$ cat src/hw/rtl/rtp_pkg.sv
package rtp_pkg;

  localparam int unsigned AccW = 64;
  localparam int unsigned ProdW = AccW + 5;

  localparam logic [7:0] ChrPlus  = 8'h2B;
  localparam logic [7:0] ChrMinus = 8'h2D;
  localparam logic [7:0] ChrZero  = 8'h30;
  localparam logic [7:0] ChrNine  = 8'h39;
  localparam logic [7:0] ChrLowA  = 8'h61;
  localparam logic [7:0] ChrLowF  = 8'h66;
  localparam logic [7:0] ChrUpA   = 8'h41;
  localparam logic [7:0] ChrUpF   = 8'h46;
  localparam logic [7:0] ChrSpace = 8'h20;
  localparam logic [7:0] ChrTab   = 8'h09;
  localparam logic [7:0] ChrCr    = 8'h0D;

  localparam logic [4:0] RadixDefault = 5'd10;
  localparam logic [4:0] RadixMin     = 5'd2;
  localparam logic [4:0] RadixMax     = 5'd16;
  localparam logic [2:0] TypeDefault  = 3'd3;

  typedef enum logic [0:0] {
    REG_RADIX       = 1'b0,
    REG_RESULT_TYPE = 1'b1
  } reg_idx_e;

  typedef enum logic [1:0] {
    ST_OK        = 2'd0,
    ST_BAD_DIGIT = 2'd1,
    ST_RANGE     = 2'd2
  } status_e;

  typedef enum logic [1:0] {
    PH_LEAD   = 2'd0,
    PH_SIGN   = 2'd1,
    PH_DIGITS = 2'd2
  } phase_e;

  // one classified byte as it travels from front to back
  typedef struct packed {
    logic       blank;
    logic       plus;
    logic       minus;
    logic       digit;
    logic       bad;
    logic [3:0] dval;
    logic [4:0] base;
    logic [2:0] rtype;
  } item_t;

  // bits at and above the type width
  function automatic logic [63:0] high_mask(input logic [1:0] sel);
    logic [63:0] m;
    unique case (sel)
      2'd0: m = ~64'h0000_0000_0000_00FF;
      2'd1: m = ~64'h0000_0000_0000_FFFF;
      2'd2: m = ~64'h0000_0000_FFFF_FFFF;
      default: m = 64'h0;
    endcase
    return m;
  endfunction

  // magnitude of the most negative value of the type
  function automatic logic [63:0] min_mag(input logic [1:0] sel);
    logic [63:0] m;
    unique case (sel)
      2'd0: m = 64'h0000_0000_0000_0080;
      2'd1: m = 64'h0000_0000_0000_8000;
      2'd2: m = 64'h0000_0000_8000_0000;
      default: m = 64'h8000_0000_0000_0000;
    endcase
    return m;
  endfunction

endpackage

$ cat src/hw/rtl/rtp_front.sv
module rtp_front import rtp_pkg::*; (
  input  logic       clk_i,
  input  logic       rst_ni,
  input  logic       cfg_valid_i,
  input  logic [0:0] cfg_index_i,
  input  logic [4:0] cfg_data_i,
  input  logic [7:0] char_in_i,
  output item_t      item_o
);

  logic [4:0] radix_q;
  logic [2:0] rtype_q;
  logic [4:0] base;
  logic       is_hex;
  logic [3:0] dval;
  logic [7:0] off;

  always_ff @(posedge clk_i or negedge rst_ni) begin
    if (!rst_ni) begin
      radix_q <= RadixDefault;
      rtype_q <= TypeDefault;
    end else if (cfg_valid_i) begin
      unique case (reg_idx_e'(cfg_index_i))
        REG_RADIX:       radix_q <= cfg_data_i;
        REG_RESULT_TYPE: rtype_q <= cfg_data_i[2:0];
        default: ;
      endcase
    end
  end

  assign base = (radix_q >= RadixMin && radix_q <= RadixMax) ? radix_q : RadixDefault;

  always_comb begin
    is_hex = 1'b1;
    off    = 8'h00;
    priority if (char_in_i >= ChrZero && char_in_i <= ChrNine) begin
      off = char_in_i - ChrZero;
    end else if (char_in_i >= ChrLowA && char_in_i <= ChrLowF) begin
      off = char_in_i - ChrLowA + 8'd10;
    end else if (char_in_i >= ChrUpA && char_in_i <= ChrUpF) begin
      off = char_in_i - ChrUpA + 8'd10;
    end else begin
      is_hex = 1'b0;
    end
    dval = off[3:0];
  end

  always_comb begin
    item_o.blank = (char_in_i == ChrSpace) || (char_in_i >= ChrTab && char_in_i <= ChrCr);
    item_o.plus  = (char_in_i == ChrPlus);
    item_o.minus = (char_in_i == ChrMinus);
    item_o.digit = is_hex && ({1'b0, dval} < base);
    // decimal digit the radix cannot hold
    item_o.bad   = is_hex && (dval < 4'd10) && ({1'b0, dval} >= base);
    item_o.dval  = dval;
    item_o.base  = base;
    item_o.rtype = rtype_q;
  end

endmodule

$ cat src/hw/rtl/rtp_fifo.sv
module rtp_fifo import rtp_pkg::*; (
  input  logic  clk_i,
  input  logic  rst_ni,
  input  logic  push_i,
  input  item_t data_i,
  output logic  full_o,
  input  logic  pop_i,
  output logic  valid_o,
  output item_t data_o
);

  item_t      mem_q [2];
  logic       wr_ptr_q, wr_ptr_d;
  logic       rd_ptr_q, rd_ptr_d;
  logic [1:0] count_q, count_d;

  always_comb begin
    wr_ptr_d = push_i ? ~wr_ptr_q : wr_ptr_q;
    rd_ptr_d = pop_i ? ~rd_ptr_q : rd_ptr_q;
    count_d  = count_q + {1'b0, push_i} - {1'b0, pop_i};
  end

  always_ff @(posedge clk_i or negedge rst_ni) begin
    if (!rst_ni) begin
      wr_ptr_q <= 1'b0;
      rd_ptr_q <= 1'b0;
      count_q  <= 2'd0;
    end else begin
      wr_ptr_q <= wr_ptr_d;
      rd_ptr_q <= rd_ptr_d;
      count_q  <= count_d;
    end
  end

  always_ff @(posedge clk_i) begin
    if (push_i) begin
      mem_q[wr_ptr_q] <= data_i;
    end
  end

  assign full_o  = count_q[1];
  assign valid_o = (count_q != 2'd0);
  assign data_o  = mem_q[rd_ptr_q];

endmodule

$ cat src/hw/rtl/rtp_back.sv
module rtp_back import rtp_pkg::*; (
  input  logic        clk_i,
  input  logic        rst_ni,
  input  logic        valid_i,
  input  item_t       item_i,
  output logic        pop_o,
  output logic        out_valid_o,
  input  logic        out_stall_i,
  output logic [63:0] number_o,
  output logic [1:0]  status_o
);

  phase_e            phase_q, phase_d;
  logic              minus_q, minus_d;
  logic [AccW-1:0]   acc_q, acc_d;
  logic              ovf_q, ovf_d;
  logic              out_valid_q, out_valid_d;
  logic [63:0]       number_q, number_d;
  logic [1:0]        status_q, status_d;

  logic              take;
  logic              is_signed;
  logic [ProdW-1:0]  prod;
  logic [63:0]       v;
  logic              over;
  logic [63:0]       fin_num;
  status_e           fin_st;

  assign take      = valid_i && (!out_valid_q || !out_stall_i);
  assign pop_o     = take;
  assign is_signed = item_i.rtype[2];

  assign prod = ({{(ProdW-AccW){1'b0}}, acc_q} * ProdW'(item_i.base))
              + ProdW'(item_i.dval);

  assign v = 64'(acc_q);

  // range check of the finished magnitude
  always_comb begin
    if (!is_signed) begin
      over = |(v & high_mask(item_i.rtype[1:0]));
    end else if (minus_q) begin
      over = v > min_mag(item_i.rtype[1:0]);
    end else begin
      over = v >= min_mag(item_i.rtype[1:0]);
    end
    fin_num = 64'h0;
    fin_st  = ST_OK;
    if (ovf_q || over) begin
      fin_st = ST_RANGE;
    end else if (is_signed && minus_q) begin
      fin_num = 64'h0 - v;
    end else begin
      fin_num = v;
    end
  end

  always_comb begin
    phase_d     = phase_q;
    minus_d     = minus_q;
    acc_d       = acc_q;
    ovf_d       = ovf_q;
    out_valid_d = out_valid_q && out_stall_i;
    number_d    = number_q;
    status_d    = status_q;
    if (take) begin
      priority if (phase_q != PH_DIGITS && item_i.blank) begin
        // whitespace before the digits is dropped
      end else if (phase_q == PH_LEAD && is_signed && (item_i.plus || item_i.minus)) begin
        minus_d = item_i.minus;
        phase_d = PH_SIGN;
      end else if (item_i.bad) begin
        out_valid_d = 1'b1;
        number_d    = 64'h0;
        status_d    = ST_BAD_DIGIT;
        phase_d     = PH_LEAD;
        minus_d     = 1'b0;
        acc_d       = '0;
        ovf_d       = 1'b0;
      end else if (item_i.digit) begin
        phase_d = PH_DIGITS;
        if (!ovf_q) begin
          if (|prod[ProdW-1:AccW]) begin
            ovf_d = 1'b1;
          end else begin
            acc_d = prod[AccW-1:0];
          end
        end
      end else begin
        out_valid_d = 1'b1;
        number_d    = fin_num;
        status_d    = fin_st;
        phase_d     = PH_LEAD;
        minus_d     = 1'b0;
        acc_d       = '0;
        ovf_d       = 1'b0;
      end
    end
  end

  always_ff @(posedge clk_i or negedge rst_ni) begin
    if (!rst_ni) begin
      phase_q     <= PH_LEAD;
      minus_q     <= 1'b0;
      acc_q       <= '0;
      ovf_q       <= 1'b0;
      out_valid_q <= 1'b0;
    end else begin
      phase_q     <= phase_d;
      minus_q     <= minus_d;
      acc_q       <= acc_d;
      ovf_q       <= ovf_d;
      out_valid_q <= out_valid_d;
    end
  end

  always_ff @(posedge clk_i) begin
    number_q <= number_d;
    status_q <= status_d;
  end

  assign out_valid_o = out_valid_q;
  assign number_o    = number_q;
  assign status_o    = status_q;

endmodule

$ cat src/hw/rtl/radix_integer_text_parser_top.sv
// a result is registered in the back end as it takes the byte that ends the number from the queue
// a stalled result holds back the bytes still waiting in the queue behind it
// throughput: one byte per cycle while the output is not stalled
// a two-entry queue between classifier and back end absorbs output stalls
// reset: radix 10, result type unsigned 64 bit, parse state cleared, queue and output empty
module radix_integer_text_parser_top import rtp_pkg::*; (
  input  logic        clk_i,
  input  logic        rst_ni,
  input  logic        cfg_valid_i,
  output logic        cfg_ready_o,
  input  logic [0:0]  cfg_index_i,
  input  logic [4:0]  cfg_data_i,
  input  logic        in_valid_i,
  output logic        in_stall_o,
  input  logic [7:0]  char_in_i,
  output logic        out_valid_o,
  input  logic        out_stall_i,
  output logic [63:0] number_o,
  output logic [1:0]  status_o
);

  item_t fr_item;
  item_t q_item;
  logic  q_full;
  logic  q_valid;
  logic  q_pop;
  logic  push;

  assign cfg_ready_o = 1'b1;
  assign in_stall_o  = q_full;
  assign push        = in_valid_i && !q_full;

  rtp_front u_front (
    .clk_i       (clk_i),
    .rst_ni      (rst_ni),
    .cfg_valid_i (cfg_valid_i),
    .cfg_index_i (cfg_index_i),
    .cfg_data_i  (cfg_data_i),
    .char_in_i   (char_in_i),
    .item_o      (fr_item)
  );

  rtp_fifo u_fifo (
    .clk_i   (clk_i),
    .rst_ni  (rst_ni),
    .push_i  (push),
    .data_i  (fr_item),
    .full_o  (q_full),
    .pop_i   (q_pop),
    .valid_o (q_valid),
    .data_o  (q_item)
  );

  rtp_back u_back (
    .clk_i       (clk_i),
    .rst_ni      (rst_ni),
    .valid_i     (q_valid),
    .item_i      (q_item),
    .pop_o       (q_pop),
    .out_valid_o (out_valid_o),
    .out_stall_i (out_stall_i),
    .number_o    (number_o),
    .status_o    (status_o)
  );

endmodule
$ cat config.mk
export PLATFORM = sky130hd
export DESIGN_NAME = radix_integer_text_parser_top
export DESIGN_NICKNAME = d
export VERILOG_FILES = /design/src/hw/rtl/rtp_pkg.sv /design/src/hw/rtl/rtp_front.sv /design/src/hw/rtl/rtp_fifo.sv /design/src/hw/rtl/rtp_back.sv /design/src/hw/rtl/radix_integer_text_parser_top.sv
export SDC_FILE = /design/constraint.sdc
export NUM_CORES = 1
export LEC_CHECK = 0
export BUFFER_PORTS_ARGS = -buffer_cell sky130_fd_sc_hd__buf_2
export CAP_MARGIN = 15
export CORE_AREA = 2 2 199 201
export DETAILED_ROUTE_END_ITERATION = 8
export DIE_AREA = 0 0 201 203
export PLACE_DENSITY_LB_ADDON = 0.3
export SYNTH_ARGS = -nofsm -noshare
export SYNTH_HDL_FRONTEND = slang
export SYNTH_HIERARCHICAL = 1
export SYNTH_SLANG_ARGS = --single-unit
$ cat constraint.sdc
create_clock -name clk_i -period 7.4 [get_ports clk_i]
set_clock_uncertainty 0.2 [all_clocks]
set_input_delay 0.37 -clock clk_i [delete_from_list [all_inputs] [get_ports clk_i]]
set_output_delay 0.37 -clock clk_i [all_outputs]
set_load 0.03 [all_outputs]
==> flow_summary.yaml, run 1 <==
status:
  status: "completed"
placed_design:
  post-place-ws_ps: 247
  gp_congestion: 0.949
  port_buffers: 86
  cell_count_after_placement: 3147
  detailed_place_hpwl_um: 44700
timing:
  timing_max_transition_violations_final: 0
  maxClockFrequency_ghz: 0.139
  worst_slew_margin_rel: 0.397
  setup_tns_ps: 0
  fin_crit_sh: 0.969
  hold_viol: 0
  post-route-min-period_ps: 7170
  fin_ws_ps: 226
  rsz0062_at_grt: "no"
  setup_violations: 0
  tightestPinTransition_ps: 905
power_and_ir_drop:
  share_clk_of_total_power: 0.184
  power_density_nw_per_um2: 220
  power_frac_comb: 0.535
  finalPower_w: 0.00536
  netSwitchingPower_w: 0.00273
  total_leakage_power_nw: 11.3
  internal-power_w: 0.00263
  power_frac_seq: 0.282
  switching_share: 0.509
  max-vdd-ir-drop_v: 0.000280
die:
  die_ar_um2: 40800
  std_cell_rows: 72
  die_y_um: 203
  pin_count: 88
  core-area_um2: 38500
  dieWidth_um: 201
  initial_utilization: 0.597
final_layout:
  final_cells: 3187
  nNetsFinal: 3017
  area_growth_syn_to_layout_pct: 6.08
  final_layout_size_suffix_gt1_frac: 0.0869
  insertedDiodeCount: 0
synthesis:
  sequential_cell_area_fraction_in_the_yosys_report: 0.219
  postSynthCellCount: 2681
  ys_dominant_reg_cell: "sky130_fd_sc_hd__edfxtp_1"
  postSynth.asyncResetShare: 0.448
  synth_fp_nets: 3042
  synth_area_per_cell_um2: 8.57
  synth-warning-count: 6
  synth.ff_latch_count: 181
  syn-cell-area_um2: 23000
  yosysUniqueCellTypes: 95
  synth-edff-count: 100
clock_network:
  worstSkewPairLatency_ps: 480
  clock_tree_from_tritoncts: "yes"
  clkSlewWorstSetupHoldPaths_ps: 80
  cts_buffers: 17
  clockBufferDepth: 2
  cts.sink_count: 181
  h-tree-depth: 4
  cts_root_buffer: "sky130_fd_sc_hd__clkbuf_16"
min_path:
  hold_class: "input port to flop"
drt:
  detailroute.via_count: 19000
  first_pass_iters: 6
  avgViaCountPerCell: 5.96
  drt_drc_violations_left: 0
  drt-wirelength-per-cell_um: 18.9
  routed_wl_um: 60200
  drtAntennaViolNets: 0
  drt_iter0_drc: 1099
worst_setup_path:
  worst_setup_path_endpoint: "u_back/acc_q[18]"
  worst_setup_path_startpoint: "u_fifo/rd_ptr_q"
  worst-endpoint-arrival_ps: 7330
  r2r-start: "u_fifo/rd_ptr_q"
  r2r_slack_ps: 230
  timing.critical_path.required_ps: 7560
  start_kind: "flop"
  timing_worst_setup_path_type: "flop to flop"
  critical_path_peak_fanout: 64
  timing.critical_path.to_type: "flop"
  number_of_cell_instances_on_the_worst_register_to_register_path: 21
  crit-reg2reg-capture: "u_back/acc_q[18]"
flow_run:
  drv_cap: 0
global_routing:
  pin_count_of_the_biggest_net_entering_global_routing: 67
  remaining_global_route_overflow: 0
  grt_pass1_vias: 19400
  number_of_antenna_violations_at_the_first_check_in_global_routing: 1
  track_usage: 0.303
  grt_pass1_wl_um: 99300
-- worst max-delay path, stage by stage, from the launching register on --
cell and delay, ps:
sky130_fd_sc_hd__dfrtp_1 380, sky130_fd_sc_hd__buf_4 300, sky130_fd_sc_hd__mux2_8 580, sky130_fd_sc_hd__and2_1 260
sky130_fd_sc_hd__fa_1 500, sky130_fd_sc_hd__fa_1 550, sky130_fd_sc_hd__inv_1 60, sky130_fd_sc_hd__fa_1 560
sky130_fd_sc_hd__inv_1 50, sky130_fd_sc_hd__ha_1 420, sky130_fd_sc_hd__a21oi_1 420, sky130_fd_sc_hd__o21ai_1 230
sky130_fd_sc_hd__buf_4 200, sky130_fd_sc_hd__nor2_1 120, sky130_fd_sc_hd__nand2_1 80, sky130_fd_sc_hd__o211ai_1 240
sky130_fd_sc_hd__a21oi_1 110, sky130_fd_sc_hd__a2111oi_0 550, sky130_fd_sc_hd__or4_4 580, sky130_fd_sc_hd__buf_4 320
sky130_fd_sc_hd__mux2i_1 230, sky130_fd_sc_hd__nand2_1 70
-- timing repair --
action | 4_1_cts | 5_1_grt
resized for setup | 0 | 3
setup endpoints to repair | 0 | 51
hold endpoints to repair | 42 | 0
setup buffers | 0 | 1
hold buffers | 7 | 0
-- worst min-delay path by stage --
| stage | start | to | cells after the start | slack, ps |
|---|---|---|---|---|
| finish | cfg_index_i | u_front/radix_q[1] | 4 | 70 |
| floorplan | rst_ni | u_back/acc_q[0] | 0 | -130 |
| detailed placement | rst_ni | u_front/rtype_q[2] | 1 | 150 |
| global route | in_valid_i | u_fifo/wr_ptr_q | 3 | 70 |
| CTS | cfg_index_i | u_front/radix_q[1] | 4 | 50 |
| global placement | rst_ni | u_front/radix_q[0] | 1 | 150 |
-- cell usage after synthesis (61+ instances only) --
cell	n	area share
sky130_fd_sc_hd__nor3_1	78	0.017
sky130_fd_sc_hd__fa_1	190	0.17
sky130_fd_sc_hd__dfrtp_1	77	0.084
sky130_fd_sc_hd__xor2_1	61	0.023
sky130_fd_sc_hd__a21oi_1	113	0.025
sky130_fd_sc_hd__nor2_1	158	0.026
sky130_fd_sc_hd__o21ai_0	83	0.018
sky130_fd_sc_hd__nand2_1	194	0.032
sky130_fd_sc_hd__ha_1	152	0.083
sky130_fd_sc_hd__edfxtp_1	100	0.13
sky130_fd_sc_hd__and2_1	371	0.10
sky130_fd_sc_hd__clkbuf_1	124	0.020
sky130_fd_sc_hd__inv_1	369	0.060
-- power groups by stage --
stage | logic (W) | registers (W) | clock network, W
2_1_floorplan | 0.00153 | 0.00184 | 0
3_3_place_gp | 0.00275 | 0.00152 | 0
3_5_place_dp | 0.00281 | 0.00153 | 0
4_1_cts | 0.00282 | 0.00151 | 0.00100
5_1_grt | 0.00310 | 0.00154 | 0.00104
6_report | 0.00287 | 0.00151 | 0.000985
-- registers in the layout, summed over array words and instances, names as in the netlist --
| name | flops |
|---|---|
| u_back/acc_q | 64 |
| u_back/number_o | 64 |
| u_fifo/mem_q | 34 |
| u_front/radix_q | 5 |
| u_front/rtype_q | 3 |
| u_back/phase_q | 2 |
| u_back/status_o | 2 |
| u_fifo/count_q | 2 |
| u_back/minus_q | 1 |
| u_back/out_valid_o | 1 |
| u_back/ovf_q | 1 |
| u_fifo/rd_ptr_q | 1 |
| u_fifo/wr_ptr_q | 1 |
-- final cells by class --
cell class,instances,area (um2)
tap,518,648
sequential,181,5030
timing repair buffer,136,908
clock inverter,14,181
clock buffer,18,439
fill,3278,14100
multi-input combinational,1951,15800
inverter,369,1390
-- placed cells by master, fill, tap and decap left out, types with 14 or more instances in the layout --
cell / count
sky130_fd_sc_hd__a21o_1: 22
sky130_fd_sc_hd__a21oi_1: 113
sky130_fd_sc_hd__a22oi_1: 48
sky130_fd_sc_hd__and2_1: 371
sky130_fd_sc_hd__buf_2: 85
sky130_fd_sc_hd__buf_4: 38
sky130_fd_sc_hd__clkbuf_16: 17
sky130_fd_sc_hd__dfrtp_1: 77
sky130_fd_sc_hd__edfxtp_1: 100
sky130_fd_sc_hd__fa_1: 190
sky130_fd_sc_hd__ha_1: 152
sky130_fd_sc_hd__inv_1: 369
sky130_fd_sc_hd__mux2_2: 15
sky130_fd_sc_hd__mux2i_1: 60
sky130_fd_sc_hd__nand2_1: 194
sky130_fd_sc_hd__nand2b_1: 18
sky130_fd_sc_hd__nand3_1: 30
sky130_fd_sc_hd__nand4_1: 31
sky130_fd_sc_hd__nor2_1: 157
sky130_fd_sc_hd__nor2b_1: 16
sky130_fd_sc_hd__nor3_1: 78
sky130_fd_sc_hd__o211ai_1: 14
sky130_fd_sc_hd__o21ai_0: 82
sky130_fd_sc_hd__o21bai_1: 18
sky130_fd_sc_hd__or3_1: 15
sky130_fd_sc_hd__xnor2_1: 52
sky130_fd_sc_hd__xor2_1: 61
-- kinds of logic after synthesis --
group	Yosys count	synth area share
and+or+nand+nor	983	0.229
buffers and inverters	549	0.0965
AOI/OAI and AO/OA	424	0.122
adders and majority gates	342	0.248
DFF	181	0.219
xor gates and xnor gates	115	0.0448
muxes	86	0.0404
other	1	0.000163
-- routing by layer --
metal / part of all wire / vias to the layer above / routed length, um / global-route usage
met1: 0.42 / 9413 / 25400 / 0.388
met5: 0 / - / 0 / 0
met3: 0.073 / 114 / 4390 / 0.0634
met4: 0.029 / 0 / 1730 / 0.101
li1: - / 8781 / - / -
met2: 0.48 / 694 / 28700 / 0.512
-- through the flow --
stage,hold slack [ps],utilization,cell area (um2)
after floorplan,-126,-,23000
after global placement,151,0.615,23600
after detailed placement,154,0.615,23600
after CTS,47.0,0.633,24300
after global routing,72.2,0.634,24400
final,71.8,0.634,24400
Note: power is estimated with default switching activity, not from simulation.
==> run 2, diff against run 1 <==
--- a/config.mk
+++ b/config.mk
@@ -13,2 +13,3 @@
 export PLACE_DENSITY_LB_ADDON = 0.3
+export SLEW_MARGIN = 15
 export SYNTH_ARGS = -nofsm -noshare
==> constraint.sdc (replaced) <==
create_clock -name clk_i -period 7.4 [get_ports clk_i]
set_clock_uncertainty 0.2 [all_clocks]
set_input_delay 0.74 -clock clk_i [delete_from_list [all_inputs] [get_ports clk_i]]
set_output_delay 0.74 -clock clk_i [all_outputs]
set_load 0.03 [all_outputs]
==> flow_summary.yaml, run 2 (synthesis gave the netlist of run 1 again) <==
clock_network:
  cts_root_buffer: "sky130_fd_sc_hd__clkbuf_16"
  clock_tree_from_tritoncts: "yes"
  cts_buffers: 17
  h-tree-depth: 4
  cts.sink_count: 181
  worstSkewPairLatency_ps: 480
  clockBufferDepth: 2
  clkSlewWorstSetupHoldPaths_ps: 80
timing:
  timing_max_transition_violations_final: 0
  hold_viol: 0
  worst_slew_margin_rel: 0.381
  rsz0062_at_grt: "no"
  tightestPinTransition_ps: 928
  final.hold.worst_slack_ps: 20.1
  fin_crit_sh: 0.975
  post-route-min-period_ps: 7210
  maxClockFrequency_ghz: 0.139
  setup_tns_ps: 0
  setup_violations: 0
  fin_ws_ps: 188
global_routing:
  grt_pass1_wl_um: 99100
  pin_count_of_the_biggest_net_entering_global_routing: 67
  remaining_global_route_overflow: 0
  grt_pass1_vias: 19300
  track_usage: 0.302
  number_of_antenna_violations_at_the_first_check_in_global_routing: 1
final_layout:
  nNetsFinal: 3009
  final_layout_size_suffix_gt1_frac: 0.0868
  layout.cells.most_common_list: "371 x sky130_fd_sc_hd__and2_1, 369 x sky130_fd_sc_hd__inv_1, 194 x sky130_fd_sc_hd__nand2_1, 190 x sky130_fd_sc_hd__fa_1, 157 x sky130_fd_sc_hd__nor2_1"
  layout_commonest_cell: "sky130_fd_sc_hd__and2_1"
  postLayoutCellArea_um2: 24300
  insertedDiodeCount: 0
  final_core_util: 0.631
  area_growth_syn_to_layout_pct: 5.67
drt:
  first_pass_iters: 6
  drt-wirelength-per-cell_um: 18.9
  drtAntennaViolNets: 0
  drt_drc_violations_left: 0
  avgViaCountPerCell: 5.95
  drt_iter0_drc: 1126
  detailroute.via_count: 18900
  routed_wl_um: 60000
power_and_ir_drop:
  power_density_nw_per_um2: 220
  switching_share: 0.510
  power_frac_seq: 0.283
  total_leakage_power_nw: 11.2
  internal-power_w: 0.00262
  share_clk_of_total_power: 0.184
  max-vdd-ir-drop_v: 0.000279
  power_frac_comb: 0.533
  netSwitchingPower_w: 0.00273
die:
  die_y_um: 203
  die_ar_um2: 40800
  std_cell_rows: 72
  core-area_um2: 38500
  initial_utilization: 0.597
  pin_count: 88
  dieWidth_um: 201
worst_setup_path:
  critPathSlowestCell: "sky130_fd_sc_hd__or4_4"
  timing.critical_path.to_type: "flop"
  r2r-start: "u_fifo/rd_ptr_q"
  number_of_cell_instances_on_the_worst_register_to_register_path: 21
  cpPeakStageDelay_ps: 590
  start_kind: "flop"
  r2r_slack_ps: 190
  timing_worst_setup_path_type: "flop to flop"
  crit-reg2reg-capture: "u_back/acc_q[18]"
  crit_chain: "buf_4 > mux2_8 > and2_1 > fa_1 > fa_1 > inv_1 > fa_1 > inv_1 > ha_1 > a21oi_1 > o21ai_1 > buf_4 > nor2_1 > nand2_1 > o211ai_1 > a21oi_1 > a2111oi_0 > or4_4 > buf_4 > mux2i_1 > nand2_1"
  worst-endpoint-arrival_ps: 7370
  critical_path_peak_fanout: 64
  timing.critical_path.required_ps: 7560
flow_run:
  drv_cap: 0
placed_design:
  gp_congestion: 0.949
  post-place-ws_ps: 247
  place_area_um2: 23600
  port_buffers: 86
  detailed_place_hpwl_um: 44700
min_path:
  hold_class: "input port to async pin"
status:
  status: "completed"
run 2: cell types whose count changed in the layout (fill, tap and decap cells not counted), sizes merged:
| cell | before | now |
|---|---|---|
| dlygate4sd3 | 7 | 0 |
| buf | 129 | 128 |
run 2: worst max path at each step:
stage | from | endpoint | depth (start not counted)
floorplan | u_fifo/rd_ptr_q | u_back/acc_q[51] | 26
global placement | u_fifo/rd_ptr_q | u_back/acc_q[22] | 19
detailed placement | u_fifo/rd_ptr_q | u_back/acc_q[55] | 20
CTS | u_fifo/rd_ptr_q | u_back/acc_q[55] | 20
global route | u_fifo/rd_ptr_q | u_back/acc_q[18] | 21
finish | u_fifo/rd_ptr_q | u_back/acc_q[18] | 21
run 2: metrics by stage:
step                      cells  total power [W]
after floorplan            2681          0.00338
after global placement     3147          0.00427
after detailed placement   3147          0.00434
after CTS                  3179          0.00534
after global routing       3179          0.00566
final                      3179          0.00535
run 2: repair_timing:
| item | CTS | global route |
|---|---|---|
| hold buffers | 0 | 0 |
| endpoints found under the hold margin | 0 | 0 |
| endpoints found under the setup margin | 0 | 51 |
| setup buffers | 0 | 1 |
| gates resized for setup | 0 | 3 |
run 2: per-layer routing:
metal,track usage,routed length (um),vias up
met5,0,0,-
met4,0.101,1720,0
met3,0.0632,4790,115
met2,0.510,28600,728
met1,0.387,24800,9299
li1,-,-,8758
run 2: power by group through the flow:
stage | clock (W) | sequential [W] | combinational [W]
6_report | 0.000985 | 0.00151 | 0.00285
3_5_place_dp | 0 | 0.00153 | 0.00281
2_1_floorplan | 0 | 0.00184 | 0.00153
5_1_grt | 0.00104 | 0.00154 | 0.00308
3_3_place_gp | 0 | 0.00152 | 0.00275
4_1_cts | 0.00100 | 0.00151 | 0.00282
run 2: area by class of cell:
cell class,instances,area [um2]
multi-input cells,1951,15800
clock buffers,18,439
fillers,3285,14200
clock inverters,14,181
repair buffers,128,811
inverters,369,1390
well taps,518,648
flip-flops and latches,181,5030
run 2: worst max-delay path: cells and delay by family, from the launching register on:
kind            cells  cell delay [ps]
compound gates      5             1580
simple gates        5             1120
fa+ha+maj           4             2030
flops               1              380
mux                 2              810
buf+inv             5              930
==> run 3, diff against run 2 <==
Settings changed: HOLD_SLACK_MARGIN set to 0.06, PLACE_DENSITY_LB_ADDON 0.3 to 0.15.
==> flow_summary.yaml, run 3 (synthesis gave the netlist of run 1 again) <==
status:
  status: "completed"
drt:
  drt_iter0_drc: 1346
  detailroute.via_count: 18900
  drtAntennaViolNets: 0
  avgViaCountPerCell: 5.92
  first_pass_iters: 6
  routed_wl_um: 60100
  drt_drc_violations_left: 0
  drt-wirelength-per-cell_um: 18.9
power_and_ir_drop:
  power_frac_seq: 0.285
  max-vdd-ir-drop_v: 0.000322
  netSwitchingPower_w: 0.00275
  finalPower_w: 0.00532
  power_density_nw_per_um2: 219
  internal-power_w: 0.00257
  share_clk_of_total_power: 0.180
  total_leakage_power_nw: 11.2
  power_frac_comb: 0.535
  switching_share: 0.517
worst_setup_path:
  crit-reg2reg-capture: "u_back/acc_q[55]"
  number_of_cell_instances_on_the_worst_register_to_register_path: 20
  worst-endpoint-arrival_ps: 7180
  worst_setup_path_startpoint: "u_fifo/rd_ptr_q"
  timing.critical_path.to_type: "flop"
  timing_worst_setup_path_type: "flop to flop"
  r2r_slack_ps: 440
  r2r-start: "u_fifo/rd_ptr_q"
  timing.critical_path.required_ps: 7620
  critical_path_peak_fanout: 64
  start_kind: "flop"
die:
  dieWidth_um: 201
  die_y_um: 203
  std_cell_rows: 72
  core-area_um2: 38500
  initial_utilization: 0.597
  pin_count: 88
  die_ar_um2: 40800
clock_network:
  cts_root_buffer: "sky130_fd_sc_hd__clkbuf_16"
  h-tree-depth: 4
  clockBufferDepth: 2
  clkSlewWorstSetupHoldPaths_ps: 90
  cts_buffers: 17
  worstSkewPairLatency_ps: 470
  cts.sink_count: 181
  clock_tree_from_tritoncts: "yes"
placed_design:
  port_buffers: 86
  cell_count_after_placement: 3150
  post-place-ws_ps: 437
  detailed_place_hpwl_um: 45000
  gp_congestion: 0.937
final_layout:
  final_cells: 3183
  insertedDiodeCount: 0
  area_growth_syn_to_layout_pct: 5.71
  layout_commonest_cell: "sky130_fd_sc_hd__and2_1"
  nNetsFinal: 3013
  final_layout_size_suffix_gt1_frac: 0.0882
  layout.cells.most_common_list: "370 x sky130_fd_sc_hd__and2_1, 369 x sky130_fd_sc_hd__inv_1, 194 x sky130_fd_sc_hd__nand2_1, 190 x sky130_fd_sc_hd__fa_1, 157 x sky130_fd_sc_hd__nor2_1"
timing:
  maxClockFrequency_ghz: 0.144
  setup_violations: 0
  tightestPinTransition_ps: 942
  fin_crit_sh: 0.940
  post-route-min-period_ps: 6960
  fin_ws_ps: 441
  worst_slew_margin_rel: 0.372
  setup_tns_ps: 0
  timing_max_transition_violations_final: 0
  rsz0062_at_grt: "no"
  hold_viol: 0
min_path:
  hold-path-cell-count: 0
  min_from: "u_front/rtype_q[2]"
  hold_class: "flop to flop"
  worstHoldEndpoint: "u_fifo/mem_q[0][2]"
global_routing:
  remaining_global_route_overflow: 0
  track_usage: 0.303
  grt_pass1_wl_um: 99100
  grt_pass1_vias: 19000
  number_of_antenna_violations_at_the_first_check_in_global_routing: 0
  pin_count_of_the_biggest_net_entering_global_routing: 73
flow_run:
  drv_cap: 0
[run 3: power by group through the flow]
| stage | combinational [W] | sequential [W] | clock [W] |
|---|---|---|---|
| final | 0.00285 | 0.00151 | 0.000957 |
| after CTS | 0.00282 | 0.00151 | 0.000978 |
| after floorplan | 0.00153 | 0.00184 | 0 |
| after detailed placement | 0.00281 | 0.00153 | 0 |
| after global routing | 0.00306 | 0.00155 | 0.00101 |
| after global placement | 0.00276 | 0.00153 | 0 |
[run 3: final cells by class]
cell class              instances  area, um2
well taps                     518        648
clock inverters                14        179
clock buffers                  18        429
multi-input cells            1951      15800
inverters                     369       1390
flip-flops and latches        181       5030
repair buffers                132        835
fillers                      3332      14200
[run 3: worst max path at each step]
| stage | to | cells after the start |
|---|---|---|
| 2_1_floorplan | u_back/acc_q[51] | 26 |
| 6_report | u_back/acc_q[55] | 20 |
| 4_1_cts | u_back/acc_q[22] | 20 |
| 5_1_grt | u_back/acc_q[41] | 20 |
| 3_5_place_dp | u_back/acc_q[22] | 20 |
| 3_3_place_gp | u_back/acc_q[23] | 19 |
[run 3: critical path, cell delays in order, from the launching register on]
cell and delay (ps):
sky130_fd_sc_hd__dfrtp_1 480, sky130_fd_sc_hd__buf_4 230, sky130_fd_sc_hd__mux2_8 540, sky130_fd_sc_hd__and2_1 260, sky130_fd_sc_hd__fa_1 510, sky130_fd_sc_hd__fa_1 550
sky130_fd_sc_hd__inv_1 60, sky130_fd_sc_hd__fa_1 530, sky130_fd_sc_hd__inv_1 40, sky130_fd_sc_hd__ha_1 340, sky130_fd_sc_hd__o211ai_1 140, sky130_fd_sc_hd__o211ai_1 450
sky130_fd_sc_hd__a211oi_1 180, sky130_fd_sc_hd__a2111oi_0 490, sky130_fd_sc_hd__nor2_1 230, sky130_fd_sc_hd__o41ai_4 500, sky130_fd_sc_hd__xor2_4 370, sky130_fd_sc_hd__buf_4 370
sky130_fd_sc_hd__nand3_1 130, sky130_fd_sc_hd__o211ai_1 160, sky130_fd_sc_hd__a31o_2 130
[run 3: repair_timing]
action | CTS | global route
buffers inserted | 0 | 0
hold buffers | 1 | 0
hold endpoints to repair | 18 | 0
resized for setup | 0 | 3
setup endpoints to repair | 0 | 33
[run 3: routing by layer]
layer	wire length (um)	vias up	track usage
met5	0	-	0
met4	1650	0	0.0944
met3	4050	97	0.0502
met2	28400	634	0.505
met1	25900	9349	0.405
li1	-	8770	-
[run 3: metrics by stage]
| stage | utilization | hold slack (ps) | area (um2) |
|---|---|---|---|
| floorplan | - | 237 | 23000 |
| global placement | 0.615 | 262 | 23700 |
| detailed placement | 0.615 | 290 | 23700 |
| CTS | 0.631 | 285 | 24300 |
| global route | 0.631 | 297 | 24300 |
| finish | 0.631 | 290 | 24300 |
